<file path="src/design/utcgw_pkg.sv">
// Shared types, constants and helper functions for the UTC date/time to GPS week block.
// No dependencies; every other design file imports this package.
package utcgw_pkg;

    localparam int NUM_W      = 30;                // packed decimal input value
    localparam int WEEK_W     = 13;
    localparam int TOW_W      = 31;
    localparam int FIELD_W    = 7;                 // two-digit decimal field
    localparam int REM_W      = 10;                // remainder of the largest divisor
    localparam int MAX_MONTH_STEPS_DEF = 1200;

    // rounded-up reciprocals: quotient = (x * recip) >> shift, exact for any 30-bit x
    localparam int RECIP_W    = 31;
    localparam int PROD_W     = NUM_W + RECIP_W;
    localparam int SHIFT_7    = 33;
    localparam int SHIFT_100  = 37;
    localparam int SHIFT_1000 = 40;

    localparam logic [WEEK_W-1:0] GPS_WEEK_BASE = 13'd1634;
    localparam logic signed [27:0] MS_IN_DAY    = 28'sd86400000;
    localparam logic [3:0]  START_MONTH = 4'd5;
    localparam logic [7:0]  START_YEAR  = 8'd11;

    typedef enum logic [1:0] {
        DIV_BY_7,
        DIV_BY_100,
        DIV_BY_1000
    } t_div_sel;

    // Horner steps for the time of week
    typedef enum logic [1:0] {
        MAC_MIN,
        MAC_SEC,
        MAC_MS,
        MAC_DAY
    } t_mac_step;

    typedef struct packed {
        logic      load;
        logic      div_mul;
        t_div_sel  div_sel;
        logic      field_wr;
        logic [1:0] field_idx;
        logic      zero_res;
        logic      walk_init;
        logic      walk_step;
        logic      day_load;
        logic      date_fin;
        logic      mac_step;
        t_mac_step mac_idx;
        logic      out_load;
    } t_dp_cmd;

    typedef struct packed {
        logic op;
        logic date_zero;
        logic walk_more;
        logic out_free;
    } t_dp_sts;

    function automatic logic [REM_W-1:0] divisor(input t_div_sel sel);
        logic [REM_W-1:0] d;
        unique case (sel)
            DIV_BY_7:    d = 10'd7;
            DIV_BY_100:  d = 10'd100;
            DIV_BY_1000: d = 10'd1000;
            default:     d = 10'd100;
        endcase
        return d;
    endfunction

    function automatic logic [RECIP_W-1:0] recip(input t_div_sel sel);
        logic [RECIP_W-1:0] m;
        unique case (sel)
            DIV_BY_7:    m = 31'd1227133514;
            DIV_BY_100:  m = 31'd1374389535;
            DIV_BY_1000: m = 31'd1099511628;
            default:     m = 31'd1374389535;
        endcase
        return m;
    endfunction

    function automatic logic [4:0] month_len(input logic [3:0] m);
        logic [4:0] len;
        case (m)
            4'd2:                      len = 5'd28;
            4'd4, 4'd6, 4'd9, 4'd11:   len = 5'd30;
            default:                   len = 5'd31;
        endcase
        return len;
    endfunction

endpackage

</file>
<file path="src/design/utcgw_ifs.sv">
// Valid/ready channel interfaces for the input and result transactions.
// Depends on utcgw_pkg for the field widths.
interface utcgw_in_if import utcgw_pkg::*; ();
    logic             valid;
    logic             ready;
    logic             op;
    logic [NUM_W-1:0] packed_value;

    modport source (output valid, output op, output packed_value, input ready);
    modport sink   (input valid, input op, input packed_value, output ready);
endinterface

interface utcgw_out_if import utcgw_pkg::*; ();
    logic                     valid;
    logic                     ready;
    logic [WEEK_W-1:0]        week_number;
    logic signed [TOW_W-1:0]  time_of_week_ms;

    modport source (output valid, output week_number, output time_of_week_ms, input ready);
    modport sink   (input valid, input week_number, input time_of_week_ms, output ready);
endinterface

</file>
<file path="src/design/utcgw_ctrl.sv">
// Sequencer: steps the reciprocal divider, the month walk and the multiply-add chain.
// Depends on utcgw_pkg; drives the datapath through t_dp_cmd only.
module utcgw_ctrl import utcgw_pkg::*; (
    input  logic    i_clk,
    input  logic    i_rst_n,
    input  logic    i_in_valid,
    output logic    o_in_ready,
    input  t_dp_sts i_sts,
    output t_dp_cmd o_cmd
);

    typedef enum logic [8:0] {
        ST_IDLE = 9'b000000001,
        ST_DIVM = 9'b000000010,
        ST_DIVF = 9'b000000100,
        ST_PREP = 9'b000001000,
        ST_WALK = 9'b000010000,
        ST_D7M  = 9'b000100000,
        ST_D7F  = 9'b001000000,
        ST_MAC  = 9'b010000000,
        ST_DONE = 9'b100000000
    } t_state;

    t_state              r_state, n_state;
    logic [1:0]          r_fidx, n_fidx;
    t_mac_step           r_mac, n_mac;

    logic field_last;
    logic ms_field;

    assign field_last = i_sts.op ? (r_fidx == 2'd3) : (r_fidx == 2'd2);
    // milliseconds take three digits, every other field two
    assign ms_field   = i_sts.op && (r_fidx == 2'd0);
    assign o_in_ready = (r_state == ST_IDLE);

    always_comb begin
        n_state  = r_state;
        n_fidx   = r_fidx;
        n_mac    = r_mac;
        o_cmd    = '0;
        o_cmd.div_sel   = DIV_BY_100;
        o_cmd.field_idx = r_fidx;
        o_cmd.mac_idx   = r_mac;
        unique case (r_state)
            ST_IDLE: begin
                if (i_in_valid) begin
                    o_cmd.load = 1'b1;
                    n_fidx     = '0;
                    n_state    = ST_DIVM;
                end
            end
            ST_DIVM: begin
                o_cmd.div_mul = 1'b1;
                o_cmd.div_sel = ms_field ? DIV_BY_1000 : DIV_BY_100;
                n_state       = ST_DIVF;
            end
            ST_DIVF: begin
                o_cmd.div_sel  = ms_field ? DIV_BY_1000 : DIV_BY_100;
                o_cmd.field_wr = 1'b1;
                n_fidx         = r_fidx + 1'b1;
                if (field_last) begin
                    n_state = ST_PREP;
                end else begin
                    n_state = ST_DIVM;
                end
            end
            ST_PREP: begin
                if (i_sts.op) begin
                    n_mac   = MAC_MIN;
                    n_state = ST_MAC;
                end else if (i_sts.date_zero) begin
                    o_cmd.zero_res = 1'b1;
                    n_state        = ST_DONE;
                end else begin
                    o_cmd.walk_init = 1'b1;
                    n_state         = ST_WALK;
                end
            end
            ST_WALK: begin
                if (i_sts.walk_more) begin
                    o_cmd.walk_step = 1'b1;
                end else begin
                    o_cmd.day_load = 1'b1;
                    n_state        = ST_D7M;
                end
            end
            ST_D7M: begin
                o_cmd.div_mul = 1'b1;
                o_cmd.div_sel = DIV_BY_7;
                n_state       = ST_D7F;
            end
            ST_D7F: begin
                o_cmd.div_sel  = DIV_BY_7;
                o_cmd.date_fin = 1'b1;
                n_state        = ST_DONE;
            end
            ST_MAC: begin
                o_cmd.mac_step = 1'b1;
                n_mac          = t_mac_step'(r_mac + 2'd1);
                if (r_mac == MAC_DAY) begin
                    n_state = ST_DONE;
                end
            end
            ST_DONE: begin
                // hold the result until the output register frees up
                if (i_sts.out_free) begin
                    o_cmd.out_load = 1'b1;
                    n_state        = ST_IDLE;
                end
            end
            default: begin
                n_state = ST_IDLE;
            end
        endcase
    end

    always_ff @(posedge i_clk) begin
        if (!i_rst_n) begin
            r_state  <= ST_IDLE;
            r_fidx   <= '0;
            r_mac    <= MAC_MIN;
        end else begin
            r_state  <= n_state;
            r_fidx   <= n_fidx;
            r_mac    <= n_mac;
        end
    end

endmodule

</file>
<file path="src/design/utcgw_dp.sv">
// Datapath: reciprocal-multiply constant divider, month walk, multiply-add and output register.
// Depends on utcgw_pkg; controlled by utcgw_ctrl through t_dp_cmd / t_dp_sts.
module utcgw_dp import utcgw_pkg::*; #(
    parameter int MAX_MONTH_STEPS = MAX_MONTH_STEPS_DEF
) (
    input  logic                    i_clk,
    input  logic                    i_rst_n,
    input  t_dp_cmd                 i_cmd,
    output t_dp_sts                 o_sts,
    input  logic                    i_op,
    input  logic [NUM_W-1:0]        i_packed_value,
    input  logic                    i_out_ready,
    output logic                    o_out_valid,
    output logic [WEEK_W-1:0]       o_week_number,
    output logic signed [TOW_W-1:0] o_time_of_week_ms
);

    localparam int STEP_W = $clog2(MAX_MONTH_STEPS + 2);
    localparam int DAY_W  = $clog2((MAX_MONTH_STEPS + 1) * 32 + 100);

    logic                r_op;
    logic [NUM_W-1:0]    r_num;
    logic [NUM_W-1:0]    r_quo;
    logic [REM_W-1:0]    r_f0;          // year or milliseconds
    logic [FIELD_W-1:0]  r_f1;          // month or seconds
    logic [FIELD_W-1:0]  r_f2;          // day or minutes
    logic [FIELD_W-1:0]  r_f3;          // hours
    logic [DAY_W-1:0]    r_day;
    logic [3:0]          r_m;
    logic [7:0]          r_y;
    logic [STEP_W-1:0]   r_steps;
    logic [31:0]         r_acc;
    logic signed [3:0]   r_wd;
    logic [WEEK_W-1:0]   r_res_week;
    logic [TOW_W-1:0]    r_res_tow;
    logic                r_out_valid;
    logic [WEEK_W-1:0]   r_out_week;
    logic [TOW_W-1:0]    r_out_tow;

    // divider: quotient estimate is registered, then the remainder comes from the registered quotient
    logic [RECIP_W-1:0]  div_m;
    logic [PROD_W-1:0]   div_prod;
    logic [NUM_W-1:0]    quo_est;
    logic [REM_W-1:0]    div_d;
    logic [NUM_W-1:0]    quo_x_d;
    logic [NUM_W-1:0]    rem_full;
    logic [REM_W-1:0]    n_rem;

    assign div_m    = recip(i_cmd.div_sel);
    assign div_d    = divisor(i_cmd.div_sel);
    assign div_prod = r_num * div_m;

    always_comb begin
        case (i_cmd.div_sel)
            DIV_BY_7:    quo_est = NUM_W'(div_prod[PROD_W-1:SHIFT_7]);
            DIV_BY_1000: quo_est = NUM_W'(div_prod[PROD_W-1:SHIFT_1000]);
            default:     quo_est = NUM_W'(div_prod[PROD_W-1:SHIFT_100]);
        endcase
    end

    assign quo_x_d  = r_quo * NUM_W'(div_d);
    assign rem_full = r_num - quo_x_d;
    assign n_rem    = rem_full[REM_W-1:0];

    // month walk
    logic       leap;
    logic [4:0] add_days;
    assign leap = (r_m == 4'd2) && (r_y[1:0] == 2'b00)
                  && (r_y != 8'd0) && (r_y != 8'd100) && (r_y != 8'd200);
    assign add_days = month_len(r_m) + {4'd0, leap};

    assign o_sts.op        = r_op;
    assign o_sts.date_zero = (r_f1 == '0) || (r_f2 == '0);
    assign o_sts.walk_more = (({4'd0, r_m} < {1'b0, r_f1}) || (r_y < {1'b0, r_f0[FIELD_W-1:0]}))
                             && (r_steps <= STEP_W'(MAX_MONTH_STEPS));
    assign o_sts.out_free  = !r_out_valid || i_out_ready;

    // multiply-add for the time of week
    logic [31:0]        mul_a;
    logic [27:0]        mul_k;
    logic [31:0]        add_b;
    logic signed [59:0] prod;
    logic [31:0]        n_acc;

    always_comb begin
        case (i_cmd.mac_idx)
            MAC_MIN: begin
                mul_a = 32'(r_f3);
                mul_k = 28'd60;
                add_b = 32'(r_f2);
            end
            MAC_SEC: begin
                mul_a = r_acc;
                mul_k = 28'd60;
                add_b = 32'(r_f1);
            end
            MAC_MS: begin
                mul_a = r_acc;
                mul_k = 28'd1000;
                add_b = 32'(r_f0);
            end
            default: begin
                mul_a = {{28{r_wd[3]}}, r_wd};
                mul_k = MS_IN_DAY;
                add_b = r_acc;
            end
        endcase
    end

    assign prod  = $signed(mul_a) * $signed(mul_k);
    assign n_acc = prod[31:0] + add_b;

    always_ff @(posedge i_clk) begin
        if (i_cmd.load) begin
            r_op  <= i_op;
            r_num <= i_packed_value;
        end else if (i_cmd.day_load) begin
            r_num <= NUM_W'(r_day);
        end else if (i_cmd.field_wr) begin
            // advance to the remaining upper digits
            r_num <= r_quo;
        end

        if (i_cmd.div_mul) begin
            r_quo <= quo_est;
        end

        if (i_cmd.field_wr) begin
            case (i_cmd.field_idx)
                2'd0:    r_f0 <= n_rem;
                2'd1:    r_f1 <= n_rem[FIELD_W-1:0];
                2'd2:    r_f2 <= n_rem[FIELD_W-1:0];
                default: r_f3 <= n_rem[FIELD_W-1:0];
            endcase
        end

        if (i_cmd.walk_init) begin
            r_day   <= DAY_W'(r_f2);
            r_m     <= START_MONTH;
            r_y     <= START_YEAR;
            r_steps <= '0;
        end else if (i_cmd.walk_step) begin
            r_day   <= r_day + DAY_W'(add_days);
            r_steps <= r_steps + 1'b1;
            if (r_m == 4'd12) begin
                r_m <= 4'd1;
                r_y <= r_y + 8'd1;
            end else begin
                r_m <= r_m + 4'd1;
            end
        end

        if (i_cmd.mac_step) begin
            r_acc <= n_acc;
        end

        if (i_cmd.zero_res) begin
            r_res_week <= '0;
            r_res_tow  <= '0;
        end else if (i_cmd.date_fin) begin
            r_res_week <= GPS_WEEK_BASE + r_quo[WEEK_W-1:0];
            r_res_tow  <= '0;
        end else if (i_cmd.mac_step && i_cmd.mac_idx == MAC_DAY) begin
            r_res_week <= '0;
            r_res_tow  <= n_acc[TOW_W-1:0];
        end

        if (i_cmd.out_load) begin
            r_out_week <= r_res_week;
            r_out_tow  <= r_res_tow;
        end
    end

    // control state: weekday offset and output valid
    always_ff @(posedge i_clk) begin
        if (!i_rst_n) begin
            r_wd        <= '0;
            r_out_valid <= 1'b0;
        end else begin
            if (i_cmd.date_fin) begin
                r_wd <= $signed({1'b0, n_rem[2:0]}) - 4'sd1;
            end
            if (i_cmd.out_load) begin
                r_out_valid <= 1'b1;
            end else if (i_out_ready) begin
                r_out_valid <= 1'b0;
            end
        end
    end

    assign o_out_valid       = r_out_valid;
    assign o_week_number     = r_out_week;
    assign o_time_of_week_ms = $signed(r_out_tow);

endmodule

</file>
<file path="src/design/utc_date_time_to_gps_week.sv">
// Top level: GPS week number from a DDMMYY date, time of week from HHMMSSmmm.
// Depends on utcgw_pkg, utcgw_ifs, utcgw_ctrl and utcgw_dp.
//
//  Channel    Dir  Payload                              Handshake
//  i_in_ch    in   op, packed_value[29:0]               valid/ready
//  o_out_ch   out  week_number[12:0], time_of_week_ms   valid/ready
//
// Each decimal field passes through the reciprocal divider as a quotient, then a
// remainder. A date op walks at most MAX_MONTH_STEPS + 1 months, advancing one month
// per cycle; a zero day or month skips the walk.
// One item is in work at a time; the output register lets the next item enter
// while a result waits. Reset is synchronous, active low, and clears the weekday.
module utc_date_time_to_gps_week import utcgw_pkg::*; #(
    parameter int MAX_MONTH_STEPS = MAX_MONTH_STEPS_DEF
) (
    input  logic         i_clk,
    input  logic         i_rst_n,
    utcgw_in_if.sink     i_in_ch,
    utcgw_out_if.source  o_out_ch
);

    t_dp_cmd cmd;
    t_dp_sts sts;

    utcgw_ctrl u_ctrl (
        .i_clk      (i_clk),
        .i_rst_n    (i_rst_n),
        .i_in_valid (i_in_ch.valid),
        .o_in_ready (i_in_ch.ready),
        .i_sts      (sts),
        .o_cmd      (cmd)
    );

    utcgw_dp #(
        .MAX_MONTH_STEPS (MAX_MONTH_STEPS)
    ) u_dp (
        .i_clk             (i_clk),
        .i_rst_n           (i_rst_n),
        .i_cmd             (cmd),
        .o_sts             (sts),
        .i_op              (i_in_ch.op),
        .i_packed_value    (i_in_ch.packed_value),
        .i_out_ready       (o_out_ch.ready),
        .o_out_valid       (o_out_ch.valid),
        .o_week_number     (o_out_ch.week_number),
        .o_time_of_week_ms (o_out_ch.time_of_week_ms)
    );

endmodule

</file>
<file path="src/flat_wrapper.sv">
// flat-port wrapper written by rule: the top's interface ports become plain ports
module utc_date_time_to_gps_week_flat import utcgw_pkg::*;
#(
    parameter int MAX_MONTH_STEPS = MAX_MONTH_STEPS_DEF
)
  (i_clk, i_rst_n, i_in_ch_valid, i_in_ch_op, i_in_ch_packed_value, i_in_ch_ready, o_out_ch_valid, o_out_ch_week_number, o_out_ch_time_of_week_ms, o_out_ch_ready);
  utcgw_in_if i_in_ch_i ();
  utcgw_out_if o_out_ch_i ();
  input  logic i_clk;
  input  logic i_rst_n;
  input wire logic [$bits(i_in_ch_i.valid)-1:0] i_in_ch_valid;
  input wire logic [$bits(i_in_ch_i.op)-1:0] i_in_ch_op;
  input wire logic [$bits(i_in_ch_i.packed_value)-1:0] i_in_ch_packed_value;
  output wire logic [$bits(i_in_ch_i.ready)-1:0] i_in_ch_ready;
  output wire logic [$bits(o_out_ch_i.valid)-1:0] o_out_ch_valid;
  output wire logic [$bits(o_out_ch_i.week_number)-1:0] o_out_ch_week_number;
  output wire logic [$bits(o_out_ch_i.time_of_week_ms)-1:0] o_out_ch_time_of_week_ms;
  input wire logic [$bits(o_out_ch_i.ready)-1:0] o_out_ch_ready;
  assign i_in_ch_i.valid = i_in_ch_valid;
  assign i_in_ch_i.op = i_in_ch_op;
  assign i_in_ch_i.packed_value = i_in_ch_packed_value;
  assign i_in_ch_ready = i_in_ch_i.ready;
  assign o_out_ch_valid = o_out_ch_i.valid;
  assign o_out_ch_week_number = o_out_ch_i.week_number;
  assign o_out_ch_time_of_week_ms = o_out_ch_i.time_of_week_ms;
  assign o_out_ch_i.ready = o_out_ch_ready;
  utc_date_time_to_gps_week #(.MAX_MONTH_STEPS(MAX_MONTH_STEPS)) u_core (.i_clk(i_clk), .i_rst_n(i_rst_n), .i_in_ch(i_in_ch_i), .o_out_ch(o_out_ch_i));
endmodule
</file>
<file path="config.mk">
export PLATFORM = sky130hd
export DESIGN_NAME = utc_date_time_to_gps_week_flat
export DESIGN_NICKNAME = d
export VERILOG_FILES = /design/src/design/utcgw_pkg.sv /design/src/design/utcgw_ifs.sv /design/src/design/utcgw_ctrl.sv /design/src/design/utcgw_dp.sv /design/src/design/utc_date_time_to_gps_week.sv /design/src/flat_wrapper.sv
export SDC_FILE = /design/constraint.sdc
export NUM_CORES = 2
export LEC_CHECK = 0
export BUFFER_PORTS_ARGS = -buffer_cell sky130_fd_sc_hd__clkbuf_2
export CORE_MARGIN = 5
export CORE_UTILIZATION = 35
export DETAILED_ROUTE_END_ITERATION = 8
export PLACE_DENSITY = 0.53
export SYNTH_ARGS = -nofsm -noshare
export SYNTH_HDL_FRONTEND = slang
export SYNTH_SLANG_ARGS = --single-unit
export TNS_END_PERCENT = 1
</file>
<file path="constraint.sdc">
create_clock -name i_clk -period 23.8 [get_ports i_clk]
set_clock_uncertainty 0.15 [all_clocks]
set_input_delay 3.57 -clock i_clk [delete_from_list [all_inputs] [get_ports i_clk]]
set_output_delay 3.57 -clock i_clk [all_outputs]
set_load 0.02 [all_outputs]
</file>
**Word-level counts from Yosys, hierarchy flattened**

Cells that the tools add are included.

- Input port bits: 35
- Latch bits: 0
- Word-level logic and storage cells: 156
- Flip-flop bits (word level): 269
- ROM bits: 0
- Memories kept: 0
- RAM bits: 0

- Add/sub/neg operators: 11
- $lt $le $gt $ge: 3
- Div/mod/pow operators: 0
- Bitwise gates (word level): 1
- Shift operators: 0
- Mux-type cells: 47
- Reductions and logical operators: 40
- Equality and inequality tests: 29
- Multiply operators: 3

Operators by type and width:

| kind | number |
|---|---|
| 32-bit one-hot mux with 3 select lines | 1 |
| 30-bit 2-to-1 mux | 3 |
| 9-bit one-hot mux with 9 select lines | 1 |
| 32-bit one-hot mux with 2 select lines | 1 |
| 30-bit by 31-bit multiplier with 61-bit output | 1 |
| 29-bit one-hot mux with 2 select lines | 1 |
| 28-bit one-hot mux with 2 select lines | 1 |
| 9-bit 2-to-1 mux | 6 |
| 27-bit one-hot mux with 2 select lines | 1 |
| 32-bit adder | 1 |
| 32-bit by 28-bit multiplier with 32-bit output | 1 |
| 30-bit by 10-bit multiplier with 10-bit output | 1 |
| 13-bit 2-to-1 mux | 2 |
| 10-bit one-hot mux with 2 select lines | 1 |
| 16-bit by 5-bit adder with 16-bit output | 1 |
| 2-bit one-hot mux with 2 select lines | 4 |
| 1-bit 2-to-1 mux | 15 |
| 7-bit zero test | 2 |
| 7-bit 2-to-1 mux | 2 |
| 2-bit AND reduction | 7 |
| 11-bit by 13-bit adder with 13-bit output (first input constant) | 1 |
| 4-bit == test (second input constant) | 3 |
| 2-bit 2-to-1 mux | 6 |
| 2-bit OR reduction | 6 |
| 39 further kinds | 65 |

**Depth between registers and ports, before layout**

- Depth after elaboration: 9
- Gate-level depth with buffers: 36
- Gate-level depth less buffers: 33

**Cells and area by module**

A second synthesis with hierarchy kept.

- Cell total of the unflattened synthesis: 4868
- Area, all modules: 47088.9 um^2

Modules (own cells, without submodules):

| module | area each (um^2) | cells each | instances |
|---|---|---|---|
| utcgw_dp | 46245.6 | 4753 | 1 |
| utcgw_ctrl | 843.3 | 115 | 1 |

**Least setup slack after synthesis**

OpenSTA, ideal clock, no wires.

- Path type: register -> register
- Start point: register u_core.u_ctrl.r_state[4]
- End point: register u_core.u_dp.r_quo[23], data pin
- Data arrival time: 8.681 ns
- Setup time: 0.256 ns
- Stages on the path, launching flop included: 34
- Setup slack: 14.713 ns
- Data required time: 23.394 ns
- Cell sequence: dfxtp_1 > buf_6 > or4_1 > or4_1 > buf_6 > clkbuf_1 > clkbuf_1 > nand2_1 > inv_1 > fa_1 > inv_1 > fa_1 > inv_1 > fa_1 > inv_1 > fa_1 > inv_1 > fa_1 > fa_1 > fa_1 > inv_1 > fa_1 > inv_1 > ha_1 > and4_1 > and3_1 > nand4_1 > a21oi_1 > o41ai_1 > o41ai_1 > a21oi_1 > o21bai_1 > xnor2_1 > a22o_1

- Cells in the longest elaborated chain, start to end: 7

Ends and longest elaborated chain:

| item | RTL line | RTL |
|---|---|---|
| start, declared | utcgw_ctrl.sv:24 | `t_state r_state, n_state;` |
| start signal, assigned | utcgw_ctrl.sv:123 | `r_state <= n_state;` |
| 9-bit by 7-bit == test with 1-bit output, or another cell as far along | utcgw_ctrl.sv:44 | `unique case (r_state)` |
| 2-bit OR reduction (no line) | - |  |
| 2-bit one-hot mux with 2 select lines * | utcgw_ctrl.sv:44 |  |
| 2-bit == test or 2-bit zero test (tied branches) | utcgw_pkg.sv:74, utcgw_dp.sv:54 |  |
| 29-bit one-hot mux with 2 select lines | utcgw_pkg.sv:74 | `unique case (sel)` |
| 30-bit by 31-bit multiplier with 61-bit output | utcgw_dp.sv:51 | `assign div_prod = r_num * div_m;` |
| 28-bit one-hot mux with 2 select lines * | utcgw_dp.sv:54 | `case (i_cmd.div_sel)` |
| named net u_core.u_dp.quo_est[23] | utcgw_dp.sv:43 | `logic [NUM_W-1:0] quo_est;` |
| end signal, assigned | utcgw_dp.sv:125 | `r_quo <= quo_est;` |
| end, declared | utcgw_dp.sv:23 | `logic [NUM_W-1:0] r_quo;` |

The timed path passes the listed nets; every way through them passes the cells marked *.
A chain may end at the register's enable or synchronous reset.

**Final worst setup path**

- Start point: register u_core.u_ctrl.r_fidx[0]
- End point: register u_core.u_dp.r_quo[23], data pin

- Cells in the longest elaborated chain, start to end: 8

Ends and longest elaborated chain:

| item | RTL line | RTL |
|---|---|---|
| start, declared | utcgw_ctrl.sv:25 | `logic [1:0] r_fidx, n_fidx;` |
| start signal, assigned | utcgw_ctrl.sv:124 | `r_fidx <= n_fidx;` |
| 2-bit zero test * | utcgw_ctrl.sv:33 | `assign ms_field = i_sts.op && (r_fidx == 2'd0);` |
| 1-bit logical AND * | utcgw_ctrl.sv:33 |  |
| 2-bit 2-to-1 mux * | utcgw_ctrl.sv:54, utcgw_ctrl.sv:58 |  |
| 2-bit one-hot mux with 2 select lines * | utcgw_ctrl.sv:44 |  |
| 2-bit == test or 2-bit zero test (tied branches) | utcgw_pkg.sv:74, utcgw_dp.sv:54 |  |
| 29-bit one-hot mux with 2 select lines | utcgw_pkg.sv:74 |  |
| 30-bit by 31-bit multiplier with 61-bit output | utcgw_dp.sv:51 |  |
| 28-bit one-hot mux with 2 select lines * | utcgw_dp.sv:54 |  |
| named net u_core.u_dp.quo_est[23] | utcgw_dp.sv:43 |  |

Marks and branches as above.

==> flow_summary_export.csv <==
group,metric,value,unit
setup_path,worstPathArrival,11.08,ns
setup_path,crit_type,"reg2reg",
final_layout,antenna_cells,0,
worst_hold_path,hp-class,"reg2reg",
route,drcViolationCount,0,
synth,syn_inst,4789,
timing,rsz0062_at_grt,"no",
clock_tree,cts_tree,"yes",
setup_path,start_kind,"flip-flop",
clock_tree,clk_pin_slew_worst_paths,0.07,ns
timing,max_slew.worst_pin.slew,0.999,ns
clock_tree,post-cts-setup-buffers,0,
synth,ys_types,78,
worst_hold_path,min_path_cells,0,
global_route,grt_pass1_vias,34369,
synth,synth_top_area_share,36.2,%
global_route,grt_pass1_wl,213,mm
timing,fin_crit,10.87,ns
clock_tree,clockRootBuffer,"clkbuf_16",
clock_tree,cts_num_sinks,266,
clock_tree,cts_resized,0,
floorplan,initial_core_util,35.1,%
worst_hold_path,holdPathEnd,"u_core.u_dp.o_time_of_week_ms[5]",
global_route,gr-usage-all-layers,19.8,%
placement,gp_congestion,0.981,
timing,max_slew_margin,33.1,%
timing,fin_setup_tns,0,ns
setup_path,reg2reg_from,"u_core.u_ctrl.r_fidx[0]",
timing,setup-violations-final,0,
setup_path,path_common_cell,"fa_1",
clock_tree,ctsLongestPathBuffers,3,
setup_path,worstSetupEndpointType,"flip-flop",
route,viasPerCell,4.85,
setup_path,worst_r2r_path_depth,29,
clock_tree,h-tree-depth,1,
floorplan,die_width,376,µm
outcome,run_status,"finished clean",
global_route,grt_max_degree,55,
setup_path,crit_family,"adder cells",
clock_tree,cts_buffers,29,
route,drtAntennaViolNets,0,
route,first_iter_violations,2122,
floorplan,dieArea,0.141,mm²
setup_path,cp_slowest_cell,"o311ai_0",
setup_path,rr_endpoint,"u_core.u_dp.r_quo[23]",
clock_tree,clk_latency,0.62,ns
setup_path,path_max_fanout,54,
synth,synth_largest_area_cell,"fa_1",
synth,avgSynthCellArea,9.78,µm²
setup_path,required,24.02,ns
setup_path,rrSetupSlack,12.93,ns
timing,max_freq,92.0,MHz
placement,hpwl,121,mm
floorplan,fp.dieH,376,µm
route,routed_wl,139,mm
synth,yosys_most_used_dff,"edfxtp_1",
final_layout,drive_gt1_share,4.53,%
synth,synthArstFlopShare,0,%
synth,syn-cell-area,0.0468,mm²
setup_path,critPathBufInv,6,
final_layout,nets,6406,
route,drt-wirelength-per-cell,20.9,µm
synth,ys_ff_latch,266,
timing,hold_viol,0,
synth,ys_top_cells_by_area,"fa_1, ha_1, edfxtp_1, inv_1, dfxtp_1",
floorplan,rows,134,
placement,port_buffers,80,
global_route,overflow,0,
synth,synth_edf_count,172,
worst_hold_path,hold_start,"u_core.u_dp.r_res_tow[5]",
flow_run,maxCapViolCount,0,
setup_path,cpPeakStageDelay,0.85,ns
floorplan,io-pin-count,81,
global_route,antenna_found_initial,11,
route,vias,32165,
route,first_pass_iters,6,
synth,synth-warning-count,0,
synth,yosysMostFrequentCell,"inv_1",
clock_tree,ctsHoldBuffers,0,
timing,drv_slew,0,
floorplan,design.core.area,0.133,mm²
synth,synth_common_cells,"inv_1, fa_1, ha_1, nand2_1, nor2_1",
final_layout,area_delta_synth_final,7.62,%
synth,synth-seq-area-share,15.0,%
timing,fin_crit_sh,45.7,%
flip-flops by register name (all words and copies together), names as in the netlist:
name                           cells
u_core.u_dp.r_m                    4
u_core.u_dp.r_res_week            13
u_core.u_dp.r_f3                   7
u_core.u_dp.r_res_tow             31
u_core.u_dp.r_steps               11
u_core.u_dp.r_acc                 31
u_core.u_dp.r_num                 30
u_core.u_dp.o_out_valid            1
u_core.u_dp.r_y                    8
u_core.u_dp.r_wd                   4
u_core.u_ctrl.r_fidx               2
u_core.u_dp.r_f0                  10
u_core.u_ctrl.r_state              9
u_core.u_dp.r_f1                   7
u_core.u_dp.r_quo                 28
u_core.u_dp.r_day                 16
u_core.u_dp.r_op                   1
u_core.u_dp.r_f2                   7
u_core.u_ctrl.r_mac                2
u_core.u_dp.o_week_number         13
u_core.u_dp.o_time_of_week_ms     31
area by class of cell:
class,instances,area (µm²)
clock buffers,33,761
clock inverters,21,233
fillers,13407,82900
inverters,1326,4980
multi-input cells,3096,34500
flip-flops and latches,266,7050
well taps,1768,2210
repair buffers,117,678
cell usage in the layout, fill, tap and decap left out, types with 28 or more instances in the layout:
master and count:
clkbuf_16 29, inv_1 1322, a21o_1 53, o21ai_0 96
nand2_1 353, and2_1 75, ha_1 686, nand2b_1 28
xnor2_1 103, buf_4 37, xor2_1 44, nor2_1 195
dfxtp_1 94, edfxtp_1 172, nand3_1 46, a21oi_1 183
clkbuf_2 80, fa_1 848
through the flow:
step / hold WS, ns / util [%] / cells / setup WS, ns / instance area, µm²
2_1_floorplan: 0.258 / - / 4797 / 14.71 / 46900
3_3_place_gp: 0.263 / 37.1 / 6573 / 13.25 / 49400
3_5_place_dp: 0.267 / 37.1 / 6573 / 13.16 / 49400
4_1_cts: 0.282 / 37.8 / 6627 / 13.10 / 50400
5_1_grt: 0.287 / 37.8 / 6627 / 12.61 / 50400
6_report: 0.281 / 37.8 / 6627 / 12.93 / 50400
how the worst max path moves through the flow:
stage,startpoint,endpoint,slack (ns),cells after the start
after CTS,u_core.u_ctrl.r_fidx[0],u_core.u_dp.r_quo[23],13.10,31
after global placement,u_core.u_ctrl.r_state[8],u_core.u_dp.r_quo[23],13.25,30
after floorplan,u_core.u_ctrl.r_state[4],u_core.u_dp.r_quo[23],14.71,33
after global routing,u_core.u_ctrl.r_fidx[0],u_core.u_dp.r_quo[23],12.61,31
after detailed placement,u_core.u_ctrl.r_fidx[0],u_core.u_dp.r_quo[19],13.16,31
final,u_core.u_ctrl.r_fidx[0],u_core.u_dp.r_quo[23],12.93,29
logic make-up (layout without fill, tap and decap cells):
logic type,after synthesis,count (layout),synth area share [%]
fa+ha+maj,1535,1535,54.6
xor+xnor,147,147,2.75
compound gates,523,523,7.13
mux,24,24,0.515
buf+inv,1435,1497,11.5
simple gates,857,857,8.43
flops,266,266,15.0
other cells,2,10,0.0160
metal layers:
layer | GRT usage, % | vias to the layer above | part of all wire (%)
met2 | 31.8 | 862 | 45
li1 | - | 14939 | -
met3 | 3.33 | 170 | 6.4
met4 | 4.42 | 2 | 2.8
met1 | 28.3 | 16192 | 45
met5 | 0 | - | 0.0094
Power is left out: the tool's default activity adds up to more than one toggle a clock period on the data nets, which glitch-free logic cannot reach.
